## src/hdl/npl_pkg.sv

```systemverilog
package npl_pkg;
    localparam int unsigned FIELD_W = 32;           // coordinate field width
    localparam int unsigned DIFF_W  = 33;           // difference / magnitude width
    localparam int unsigned PROD_W  = 2 * DIFF_W;   // one product
    localparam int unsigned NUM_W   = 132;          // cross-product numerator
    localparam int unsigned DIST_W  = 64;           // Q32.32 distance
    localparam int unsigned IDX_W   = 16;           // reported index
    localparam int unsigned CFG_IW  = 3;            // register index width

    typedef logic [CFG_IW-1:0] t_cfg_idx;

    localparam t_cfg_idx REG_START_X = 3'd0;
    localparam t_cfg_idx REG_START_Y = 3'd1;
    localparam t_cfg_idx REG_START_Z = 3'd2;
    localparam t_cfg_idx REG_END_X   = 3'd3;
    localparam t_cfg_idx REG_END_Y   = 3'd4;
    localparam t_cfg_idx REG_END_Z   = 3'd5;
    localparam t_cfg_idx REG_THRESH  = 3'd6;

    localparam logic [DIST_W-1:0] THRESH_RESET = 64'h0000_0001_0000_0000;
    localparam logic [DIST_W-1:0] DIST_SAT     = '1;
endpackage

```

## src/hdl/npl_mul.sv

```systemverilog
module npl_mul (
    input  logic                          i_clk,
    input  logic [npl_pkg::DIFF_W-1:0]    i_a,
    input  logic [npl_pkg::DIFF_W-1:0]    i_b,
    output logic [npl_pkg::PROD_W-1:0]    o_p
);
    import npl_pkg::*;

    logic [PROD_W-1:0] r_p;

    always_ff @(posedge i_clk) begin
        r_p <= PROD_W'(i_a) * PROD_W'(i_b);
    end

    assign o_p = r_p;
endmodule

```

## config.mk

```make
export PLATFORM = sky130hd
export DESIGN_NAME = npl_mul
export DESIGN_NICKNAME = d
export VERILOG_FILES = /design/src/hdl/npl_pkg.sv /design/src/hdl/npl_mul.sv
export SDC_FILE = /design/constraint.sdc
export NUM_CORES = 2
export LEC_CHECK = 0
export ABC_AREA = 1
export BUFFER_PORTS_ARGS = -buffer_cell sky130_fd_sc_hd__buf_2
export CAP_MARGIN = 15
export CORE_ASPECT_RATIO = 1.4
export CORE_MARGIN = 1.5
export CORE_UTILIZATION = 40
export DETAILED_ROUTE_END_ITERATION = 16
export PLACE_DENSITY_LB_ADDON = 0.25
export SKIP_CTS_REPAIR_TIMING = 1
export SYNTH_ARGS = -nofsm -noshare
export SYNTH_HDL_FRONTEND = slang
export SYNTH_SLANG_ARGS = --single-unit
export TNS_END_PERCENT = 1
```

## constraint.sdc

```tcl
create_clock -name i_clk -period 6.25 [get_ports i_clk]
set_input_delay 0.625 -clock i_clk [delete_from_list [all_inputs] [get_ports i_clk]]
set_output_delay 0.625 -clock i_clk [all_outputs]
set_load 0.005 [all_outputs]
```

[Yosys cells after proc, flatten, opt, wreduce, memory -nomap -nowiden]
Cells that the tools add are included.
W data, S select, Z words.
Word-level totals
  memories: 0
  logic and storage cells: 2
  latch bits: 0
  ROM bits: 0
  input port bits: 67
  bits in writable memories: 0
  bits in registers: 66
  output and inout port bits: 66
Cells by class
  equal/unequal tests: 0
  bitwise operators: 0
  order comparisons: 0
  multiply operators: 1
  muxes and demuxes: 0
  divide/modulo/power cells: 0
  reductions and logical operators: 0
  add/subtract/negate cells: 0
  shift-type cells: 0
Operator list (count)
  $mul A33 B33 Y66: 1

[Logic depth before layout (Yosys ltp)]
  word-level depth: 1
  depth in mapped cells: 33
  mapped depth without buffers: 31

[Least setup slack after synthesis]
No wires, ideal clock.
  path type: input to register
  start: in i_a[29] in the netlist's numbering
  end: reg r_p[64] (netlist: o_p[64])
  library setup time: 112 ps
  data required time: 6138 ps
  stages on the path: 27
  arrival: 6571 ps
  setup slack: -434 ps
  path through: clkbuf_1 -> clkbuf_1 -> nand2_1 -> fa_1 -> inv_1 -> fa_1 -> fa_1 -> inv_1 -> fa_1 -> inv_1 -> fa_1 -> fa_1 -> fa_1 -> inv_1 -> fa_1 -> inv_1 -> ha_1 -> nand2_2 -> inv_1 -> a21oi_1 -> nand2_1 -> nand2_1 -> nand2_1 -> a21oi_1 -> nand2_1 -> nand2_1 -> nand2_1
Between the ends
  cells in the longest elaborated chain, start to end: 1
Ends and longest elaborated chain
  start, declared: line npl_mul.sv:3  | input logic [npl_pkg::DIFF_W-1:0] i_a,
  $mul A33 B33 Y66: line npl_mul.sv:12  | r_p <= PROD_W'(i_a) * PROD_W'(i_b);
  end signal, assigned: line npl_mul.sv:12
  end, declared: line npl_mul.sv:9  | logic [PROD_W-1:0] r_p;
No other way between the ends.

[Final worst setup path]
  start: in i_a[20] in the netlist's numbering
  end: reg r_p[56] (netlist: o_p[56])
The elaborated chain is that of the path after synthesis.

==> impl_metrics.yaml <==
timing:
  relSlewSlack_pct: 72.9
  setup_viol: 48
  timing.final.crit_share_pct: 107
  period_needed_ns: 6.68
  finalHoldViolations: 0
  rsz0062_at_grt: "true"
  max_freq_mhz: 150
  timing.final.ws_setup_ns: -0.433
  hold_ws_ns: 0.854
  tightest_slew_ns: 0.404
  maxSlewViolCount: 0
  setup_tns_ns: -16.08
place:
  dp_slack_ns: -1.04
  portBuffers: 132
  routabilityCongestion: 0.938
  dpl_cell_area_um2: 45200
  dp_hpwl_um: 110000
floorplan:
  die_area_um2: 101000
  die_w_um: 270
  die_h_um: 376
  start_util_pct: 40.5
  ioPinCount: 133
  core_area_um2: 98400
  rows: 136
logic_synthesis:
  syn-cell-area_um2: 39800
  syn_inst: 5406
  synth_area_per_cell_um2: 7.37
  yosys_warnings: 0
  ys_ff_latch: 66
  syn_nets: 6696
  synth.distinct_cells: 29
  ys_seq_area_share_pct: 3.32
finish:
  fin_nets: 7006
  syn_to_final_growth_pct: 15.8
  largest_reg_flops: 66
  layout-drive-gt1-share_pct: 13.5
  design_area_um2: 46100
  fillers: 10200
drt:
  routed-via-count: 32300
  drtIter0Drc: 1388
  remaining_drc_errors: 0
  wl_per_cell_um: 17.2
  drtPass1Iterations: 5
  finalWirelength_um: 121000
  via_per_inst: 4.59
  ant_nets: 0
clock_network:
  cts_buffer_depth: 2
  cts.root.buffer_cell: "clkbuf_16"
  clk_pin_slew_ns: 0.06
  htree_levels: 3
  cts_buffers: 9
  cts.sinks: 66
  cts_tree: "yes"
worst_hold_path:
  hold_class: "in2reg"
status:
  violations: "negative setup slack"
  status: "finished, violations left"
global_route:
  antenna_found_initial: 5
  grt_usage_pct: 24.6
  grt_pass1_vias: 35000
  grt_overflow_total: 0
  grt_pass1_wl_um: 192000
  grt_max_degree: 25
critical_path:
  endpoint_kind: "flop"
  max_stage_delay_ns: 0.54
  worst-setup-path-type: "in2reg"
  crit_slowest_cell: "fa_1"
  arrival_ns: 6.93
  worstPathRequired_ns: 6.50
  cp_max_fo: 17
  start_kind: "input port"
job:
  cap_viol_max_count: 0
==> worst max-delay path, delay by kind of cell <==
family                   cells  cell delay [ns]
adder cells (fa/ha/maj)      9             4.33
buffers and inverters       12             1.05
AND/OR/NAND/NOR              9             0.88
==> synth_stat cells <==
cell type,instances,share of area (%)
o21ai_0,2,0.025
clkbuf_1,264,2.5
dfxtp_1,66,3.3
nand4_1,13,0.20
nand3_2,8,0.20
a21oi_1,42,0.53
and3_1,1,0.016
nor3_2,3,0.075
nor3_4,1,0.041
xnor2_1,5,0.11
inv_1,1892,18
nand2_1,1652,16
and2_1,1,0.016
inv_2,10,0.094
xor2_1,31,0.68
nor2_2,13,0.20
and3b_1,1,0.022
nand2_2,5,0.079
nand3_1,51,0.64
o21ai_1,2,0.025
ha_1,265,8.3
nor2_1,96,0.90
nor3_1,10,0.13
nor4_1,1,0.016
o211ai_1,1,0.019
fa_1,958,48
o21bai_1,8,0.15
o21bai_2,2,0.057
nor2_4,2,0.057
==> per-layer routing <==
metal	wire, um	GRT usage (%)	vias up	share of wire (%)
li1	-	-	15100	-
met1	43600	27.1	16200	36
met2	67900	48.7	716	56
met3	3600	1.23	234	3.0
met4	5940	10.2	2	4.9
met5	12	0	-	0.0099
==> cell families (layout without fill, tap and decap cells) <==
group                      Yosys count  in the layout  synth area share (%)
and+or+nand+nor                   1858           1858                  18.2
adders and majority gates         1223           1223                  56.5
buffers and inverters             2166           2481                  20.4
DFF                                 66             66                  3.32
other                                0              3                     0
AOI/OAI and AO/OA                   57             57                 0.804
xor gates and xnor gates            36             36                 0.792
==> cell type report <==
type,instances,area (um2),area share [%]
Sequential cell,66,1320,2.86
Timing Repair Buffer,563,4600,9.97
Tap cell,1311,1640,3.56
Antenna cell,3,7.51,0.0163
Clock buffer,9,225,0.488
Inverter,1902,7140,15.5
Clock inverter,7,82.6,0.179
Multi-Input combinational cell,3174,31100,67.4
==> cell usage in the layout (no fill, tap or decap), drive strengths merged <==
master | Yosys | routed
inv | 1902 | 1906
nand2 | 1657 | 1657
fa | 958 | 958
buf | 0 | 552
ha | 265 | 265
nor2 | 111 | 111
dfxtp | 66 | 66
nand3 | 59 | 59
a21oi | 42 | 42
xor2 | 31 | 31
clkbuf | 264 | 20
nor3 | 14 | 14
nand4 | 13 | 13
o21bai | 10 | 10
xnor2 | 5 | 5
o21ai | 4 | 4
diode | 0 | 3
clkinv | 0 | 2
o211ai | 1 | 1
and3 | 1 | 1
and3b | 1 | 1
nor4 | 1 | 1
and2 | 1 | 1
bufinv | 0 | 1
==> worst paths after layout <==
kind  slack [ns]         endpoint  startpoint  cells past startpoint
max        -0.43  o_p[56]$_DFF_P_     i_a[20]                     30
min         0.85   o_p[0]$_DFF_P_      i_b[0]                      4
==> per-stage QoR <==
stage	util, %	std cells
finish	46.9	7035
floorplan	-	5406
global route	46.9	7035
global placement	45.9	7008
CTS	46.2	7024
detailed placement	45.9	7008
Power is not shown: default switching activity piles up to over one toggle a cycle in this logic, so the estimate is an artifact.
