--- src/hdl/npl_pkg.sv ---
package npl_pkg;
    localparam int unsigned FIELD_W = 32;           // coordinate field width
    localparam int unsigned DIFF_W  = 33;           // difference / magnitude width
    localparam int unsigned PROD_W  = 2 * DIFF_W;   // one product
    localparam int unsigned NUM_W   = 132;          // cross-product numerator
    localparam int unsigned DIST_W  = 64;           // Q32.32 distance
    localparam int unsigned IDX_W   = 16;           // reported index
    localparam int unsigned CFG_IW  = 3;            // register index width

    typedef logic [CFG_IW-1:0] t_cfg_idx;

    localparam t_cfg_idx REG_START_X = 3'd0;
    localparam t_cfg_idx REG_START_Y = 3'd1;
    localparam t_cfg_idx REG_START_Z = 3'd2;
    localparam t_cfg_idx REG_END_X   = 3'd3;
    localparam t_cfg_idx REG_END_Y   = 3'd4;
    localparam t_cfg_idx REG_END_Z   = 3'd5;
    localparam t_cfg_idx REG_THRESH  = 3'd6;

    localparam logic [DIST_W-1:0] THRESH_RESET = 64'h0000_0001_0000_0000;
    localparam logic [DIST_W-1:0] DIST_SAT     = '1;
endpackage

--- src/hdl/npl_div.sv ---
// restoring divider, one quotient bit per cycle
module npl_div (
    input  logic                          i_clk,
    input  logic                          i_rst_n,
    input  logic                          i_start,
    input  logic [npl_pkg::PROD_W-1:0]    i_hi,     // numerator high part, < den
    input  logic [npl_pkg::DIST_W-1:0]    i_lo,
    input  logic [npl_pkg::PROD_W-1:0]    i_den,
    output logic                          o_done,
    output logic [npl_pkg::DIST_W-1:0]    o_q
);
    import npl_pkg::*;

    logic              r_busy;
    logic              r_done;
    logic [5:0]        r_cnt;
    logic [PROD_W-1:0] r_rem;
    logic [DIST_W-1:0] r_lo;
    logic [DIST_W-1:0] r_q;
    logic [PROD_W:0]   trial;
    logic              ge;

    assign trial = {r_rem, r_lo[DIST_W-1]};
    assign ge    = trial >= {1'b0, i_den};

    always_ff @(posedge i_clk) begin
        if (!i_rst_n) begin
            r_busy <= 1'b0;
            r_done <= 1'b0;
            r_cnt  <= '0;
        end else begin
            r_done <= 1'b0;
            if (i_start) begin
                r_busy <= 1'b1;
                r_cnt  <= '0;
                r_rem  <= i_hi;
                r_lo   <= i_lo;
            end else if (r_busy) begin
                r_rem  <= ge ? PROD_W'(trial - {1'b0, i_den}) : PROD_W'(trial);
                r_lo   <= {r_lo[DIST_W-2:0], 1'b0};
                r_q    <= {r_q[DIST_W-2:0], ge};
                r_cnt  <= r_cnt + 6'd1;
                if (r_cnt == 6'd63) begin
                    r_busy <= 1'b0;
                    r_done <= 1'b1;
                end
            end
        end
    end

    assign o_done = r_done;
    assign o_q    = r_q;
endmodule

--- config.mk ---
export PLATFORM = sky130hd
export DESIGN_NAME = npl_div
export DESIGN_NICKNAME = d
export VERILOG_FILES = /design/src/hdl/npl_pkg.sv /design/src/hdl/npl_div.sv
export SDC_FILE = /design/constraint.sdc
export NUM_CORES = 1
export LEC_CHECK = 0
export BUFFER_PORTS_ARGS = -buffer_cell sky130_fd_sc_hd__buf_2
export CAP_MARGIN = 5
export CORE_ASPECT_RATIO = 1.25
export CORE_UTILIZATION = 50
export DETAILED_ROUTE_END_ITERATION = 12
export GPL_ROUTABILITY_DRIVEN = 0
export GPL_TIMING_DRIVEN = 0
export PLACE_DENSITY = 0.78
export SYNTH_ARGS = -nofsm -noshare
export SYNTH_HDL_FRONTEND = slang
export SYNTH_SLANG_ARGS = --single-unit
--- constraint.sdc ---
create_clock -name i_clk -period 4.2 [get_ports i_clk]
set_input_delay 0.21 -clock i_clk [delete_from_list [all_inputs] [get_ports i_clk]]
set_output_delay 0.21 -clock i_clk [all_outputs]
set_load 0.01 [all_outputs]
### After elaboration in Yosys (flattened, before gate mapping)

Index checks and enable logic that the tools add are counted.

| storage, ports and cells | value |
|---|---|
| memories kept | 0 |
| memory bits (writable) | 0 |
| register bits | 202 |
| bits in read-only memories | 0 |
| input port bits | 199 |
| latch bits | 0 |

| operators by class | value |
|---|---|
| multipliers | 0 |
| div/mod/pow operators | 0 |
| eq/ne operators | 1 |
| add/sub/neg operators | 2 |
| shifts and indexed selects | 0 |
| mux-type cells | 9 |
| magnitude comparators | 1 |
| bitwise operators | 3 |
| reductions and logical operators | 5 |

Operator list:

| operator | number |
|---|---|
| two-way mux 66 bit | 3 |
| two-way mux 64 bit | 2 |
| >= comparator 67 x 66 -> 1 bit | 1 |
| subtractor 66 bit | 1 |
| adder 6 x 1 -> 6 bit, second input constant | 1 |
| equality test 6 bit, second input constant | 1 |
| two-way mux 1 bit | 4 |
| NOT 1 bit | 3 |
| AND reduction 3 bit | 1 |
| OR reduction 3 bit | 1 |
| AND reduction 2 bit | 1 |
| nonzero test 2 bit | 1 |
| OR reduction 2 bit | 1 |

### Depth between registers and ports, before layout

| logic depth | value |
|---|---|
| word-level depth | 4 |
| gate-level depth with buffers | 15 |

### Least setup slack after synthesis

OpenSTA, ideal clock, no wires.

| path | value |
|---|---|
| kind | input -> register |
| from | in i_start |
| to | reg r_q[0], in the netlist o_q[0] (enable) |
| buffers on the path | 2 |
| arrival | 3,735 ps |
| path slack | -22 ps |
| stages on the path | 5 |
| path through | clkbuf_1 inv_1 buf_1 nand2_1 nor2_1 |

| between the ends | value |
|---|---|
| cells in the longest elaborated chain, start to end | 2 |

RTL lines:

| what | RTL line | source |
|---|---|---|
| from (decl) | npl_div.sv:5 | `input logic i_start,` |
| NOT 1 bit (no line) | n/a |  |
| AND reduction 3 bit (no line) | n/a |  |
| to (signal assigned) | npl_div.sv:41 | `r_q <= {r_q[DIST_W-2:0], ge};` |
| to (decl) | npl_div.sv:19 | `logic [DIST_W-1:0] r_q;` |

No other way between the ends.
A chain may end at the register's enable or synchronous reset.

### Final worst setup path

| path | value |
|---|---|
| from | reg r_lo[63] |
| to | reg r_rem[56] (data pin) |

| between the ends | value |
|---|---|
| cells in the longest elaborated chain, start to end | 4 |

RTL lines:

| what | RTL line | source |
|---|---|---|
| from (decl) | npl_div.sv:18 | `logic [DIST_W-1:0] r_lo;` |
| from (signal assigned) | npl_div.sv:37 | `r_lo <= i_lo;` |
| from (signal assigned) | npl_div.sv:40 | `r_lo <= {r_lo[DIST_W-2:0], 1'b0};` |
| subtractor 66 bit or >= comparator 67 x 66 -> 1 bit (tied branches) | npl_div.sv:39, npl_div.sv:24 |  |
| two-way mux 66 bit (*) | npl_div.sv:39 | `r_rem <= ge ? PROD_W'(trial - {1'b0, i_den}) : PROD_W'(trial);` |
| two-way mux 66 bit (*) | npl_div.sv:38 | `end else if (r_busy) begin` |
| two-way mux 66 bit (*) | npl_div.sv:33 | `if (i_start) begin` |
| to (signal assigned) | npl_div.sv:36 | `r_rem <= i_hi;` |
| to (signal assigned) | npl_div.sv:39 |  |
| to (decl) | npl_div.sv:17 | `logic [PROD_W-1:0] r_rem;` |

Every way passes the cells marked *; elsewhere a longest branch is shown, timed or not. The select of a mux whose other input is x is not followed.

==> reports/metrics.yaml <==
worst_setup_path:
  critPathKind: "register to register"
  crit_path_end_kind: "register"
  crit_path_start_kind: "register"
  r2r_setup_slack_ns: 0.33
  arrival_ns: 4.11
  path_max_fanout: 6
  cp.required_ns: 4.44
  crit-reg2reg-capture: "r_rem[56]"
  ff2ff_path_depth: 13
  r2r_start: "r_lo[63]"
floorplanning:
  die-width_um: 144
  start_util_pct: 51.0
  io_pins: 264
  dieArea_um2: 25700
  core_um2: 24600
  rows: 64
  die_h_um: 179
status:
  outcome: "completed"
power:
  p_leak_nw: 6.67
  power.density_nw_per_um2: 383
  ir_drop_mv: 0.277
  p_total_mw: 6.14
synth:
  synth_warnings: 0
  netlist_instances: 1189
  async_reset_ff_share_pct: 0
  synth_cell_types: 68
  synth_seq_cells: 202
  synth_ff_type: "edfxtp_1"
  seq_area_frac_synth_pct: 47.7
  synth_nets: 1456
  postSynthAreaPerCell_um2: 10.5
  synth_area_um2: 12500
  synth_edf_count: 194
worst_hold_path:
  min_to: "r_lo[58]"
  hold_start: "i_lo[58]"
  hold_class: "input pin to register"
  min_path_cells: 2
grt:
  grtUsageTotal_pct: 27.8
  grt_max_degree: 69
  grt_pass1_wl_mm: 55.2
  overflow: 0
  grt_pass1_vias: 10900
  antenna_found_initial: 6
placement:
  dpl.hpwl_mm: 25.8
  post_dp_cell_area_um2: 14300
  io_buffers: 262
clock_network:
  cts_tree: "yes"
  post_cts_resized: 0
  cts_made_buffers: 22
  clock-root-buffer: "clkbuf_16"
  cts_htree_levels: 1
  postCtsSetupBuffers: 0
  cts_buffer_depth: 3
  hold_buffers: 96
  clock_latency_ns: 0.53
  clkSinkCount: 202
  path_clk_slew_ns: 0.06
timing:
  setup_violations: 0
  tns_ns: 0
  grt_setup_unrepaired: "false"
  final_max_slew_viol_count: 0
  worstMarginPinSlew_ns: 0.992
  finalHoldViolations: 0
  relSlewSlack_pct: 33.7
  fin_skew_ns: 0.0170
  fmax_mhz: 258
  fin_crit_ns: 3.87
  post-route-period-util_pct: 92.2
route:
  viasPerCell: 5.72
  drc_errors: 0
  initialDrtViolationCount: 772
  dr.pass1.iters: 5
  drt-total-wl_mm: 36.5
  dr_total_vias: 11000
  wl_per_cell_um: 19.0
  ant_nets: 0
flow_run:
  cap_violations: 0
final_layout:
  design_area_um2: 16100
  area_growth_syn_to_layout_pct: 28.1
  final_nets: 1841
  layout-drive-gt1-share_pct: 26.7
## metrics by stage
stage / hold WS, ns / worst slack [ns] / util, % / cells
floorplan: 0.396 / 0.0122 / - / 1189
global placement: 0.426 / -1.87 / 58.0 / 1781
detailed placement: 0.428 / 0.379 / 58.4 / 1784
CTS: 0.000595 / 0.345 / 65.3 / 1918
global route: 0.00316 / 0.121 / 65.3 / 1920
finish: 0.0183 / 0.326 / 65.3 / 1922
## worst max-delay path, cell delays in order (launching register included)
cell	delay, ns
edfxtp_1	0.35
inv_1	0.05
ha_1	0.20
fa_1	0.41
nand2b_1	0.18
a211o_1	0.30
a32oi_2	0.27
a221o_2	0.29
a31o_4	0.21
a211oi_4	0.10
nor4_2	0.40
o21ai_1	0.17
a2111oi_0	0.53
nor3b_1	0.13
## power by group
group,switching (mW),internal (mW),leakage [nW]
Clock,0.837,1.21,0.370
Sequential,0.0580,2.38,1.89
Combinational,0.950,0.714,4.42
## placed cells by master (no fill, tap or decap), types with 17 or more instances in the layout
cell             n
buf_2          275
edfxtp_1       194
a21oi_1        104
nand2_1        103
inv_1           96
dlygate4sd3_1   96
mux2_2          86
ha_1            67
nor2_1          55
o21ai_0         53
clkbuf_1        41
xnor2_1         36
nand4_1         26
a21o_1          26
xor2_1          26
o21ai_1         25
clkbuf_16       22
o21a_1          21
and3_1          17
nor3_1          17
o21bai_1        17
## cell type report
| type | count | area, um2 |
|---|---|---|
| timing repair buffer | 361 | 2340 |
| sequential | 202 | 5990 |
| multi-input combinational | 829 | 5950 |
| inverter | 97 | 364 |
| clock inverter | 15 | 188 |
| clock buffer | 23 | 554 |
| antenna | 4 | 10.0 |
| buffer | 61 | 256 |
| fill | 1987 | 8530 |
| tap | 330 | 413 |
## logic make-up (layout without fill, tap and decap cells)
family / count (synthesis) / after routing / synth area share, %
AO/OA/AOI/OAI: 335 / 335 / 17.6
AND/OR/NAND/NOR: 272 / 272 / 10.3
flip-flops: 202 / 202 / 47.7
buffers and inverters: 158 / 557 / 4.95
multiplexers: 92 / 92 / 8.20
adder cells (fa/ha/maj): 68 / 68 / 6.85
XOR/XNOR: 62 / 62 / 4.33
other: 0 / 4 / 0
## state kept, by name, summed over array words and instances (netlist names)
name    cells
r_cnt       6
o_q        64
r_busy      1
o_done      1
r_rem      66
r_lo       64
## worst max path at each step
stage          startpoint         to  cells past startpoint
2_1_floorplan     i_start    r_lo[0]                      3
3_3_place_gp      i_start  r_rem[15]                      3
3_5_place_dp     r_lo[63]  r_rem[56]                     13
4_1_cts          r_lo[63]  r_rem[56]                     13
5_1_grt          r_lo[63]  r_rem[56]                     13
6_report         r_lo[63]  r_rem[56]                     13
## cell usage after synthesis (all sizes together) (4+ instances only)
cell type	n	area share, %
o21a	22	1.3
clkbuf	40	1.2
xnor2	36	2.5
o21ai	80	3.3
a21oi	107	4.4
buf	21	0.85
or3	10	0.50
mux2	86	7.7
nor2	56	1.7
a221o	15	1.2
mux2i	6	0.48
a31oi	8	0.52
inv	97	2.9
a21o	26	1.6
o21bai	17	1.0
edfxtp	194	46
ha	67	6.7
o31ai	6	0.36
and3	17	0.85
xor2	26	1.8
nor4	7	0.40
dfxtp	8	1.3
nand3	12	0.48
nor3	17	0.68
and2	4	0.20
nand4	27	1.4
o211ai	16	1.0
nand2	103	3.1
a211oi	11	0.80
nor2b	6	0.32
nand2b	8	0.40
## per-layer routing
metal  wire length, um  global-route usage, %
met5                40                      0
met4              1320                   12.5
met3              2640                   5.05
met2             18200                   48.9
met1             14300                   32.9
Power figures use the tool's default switching activity.
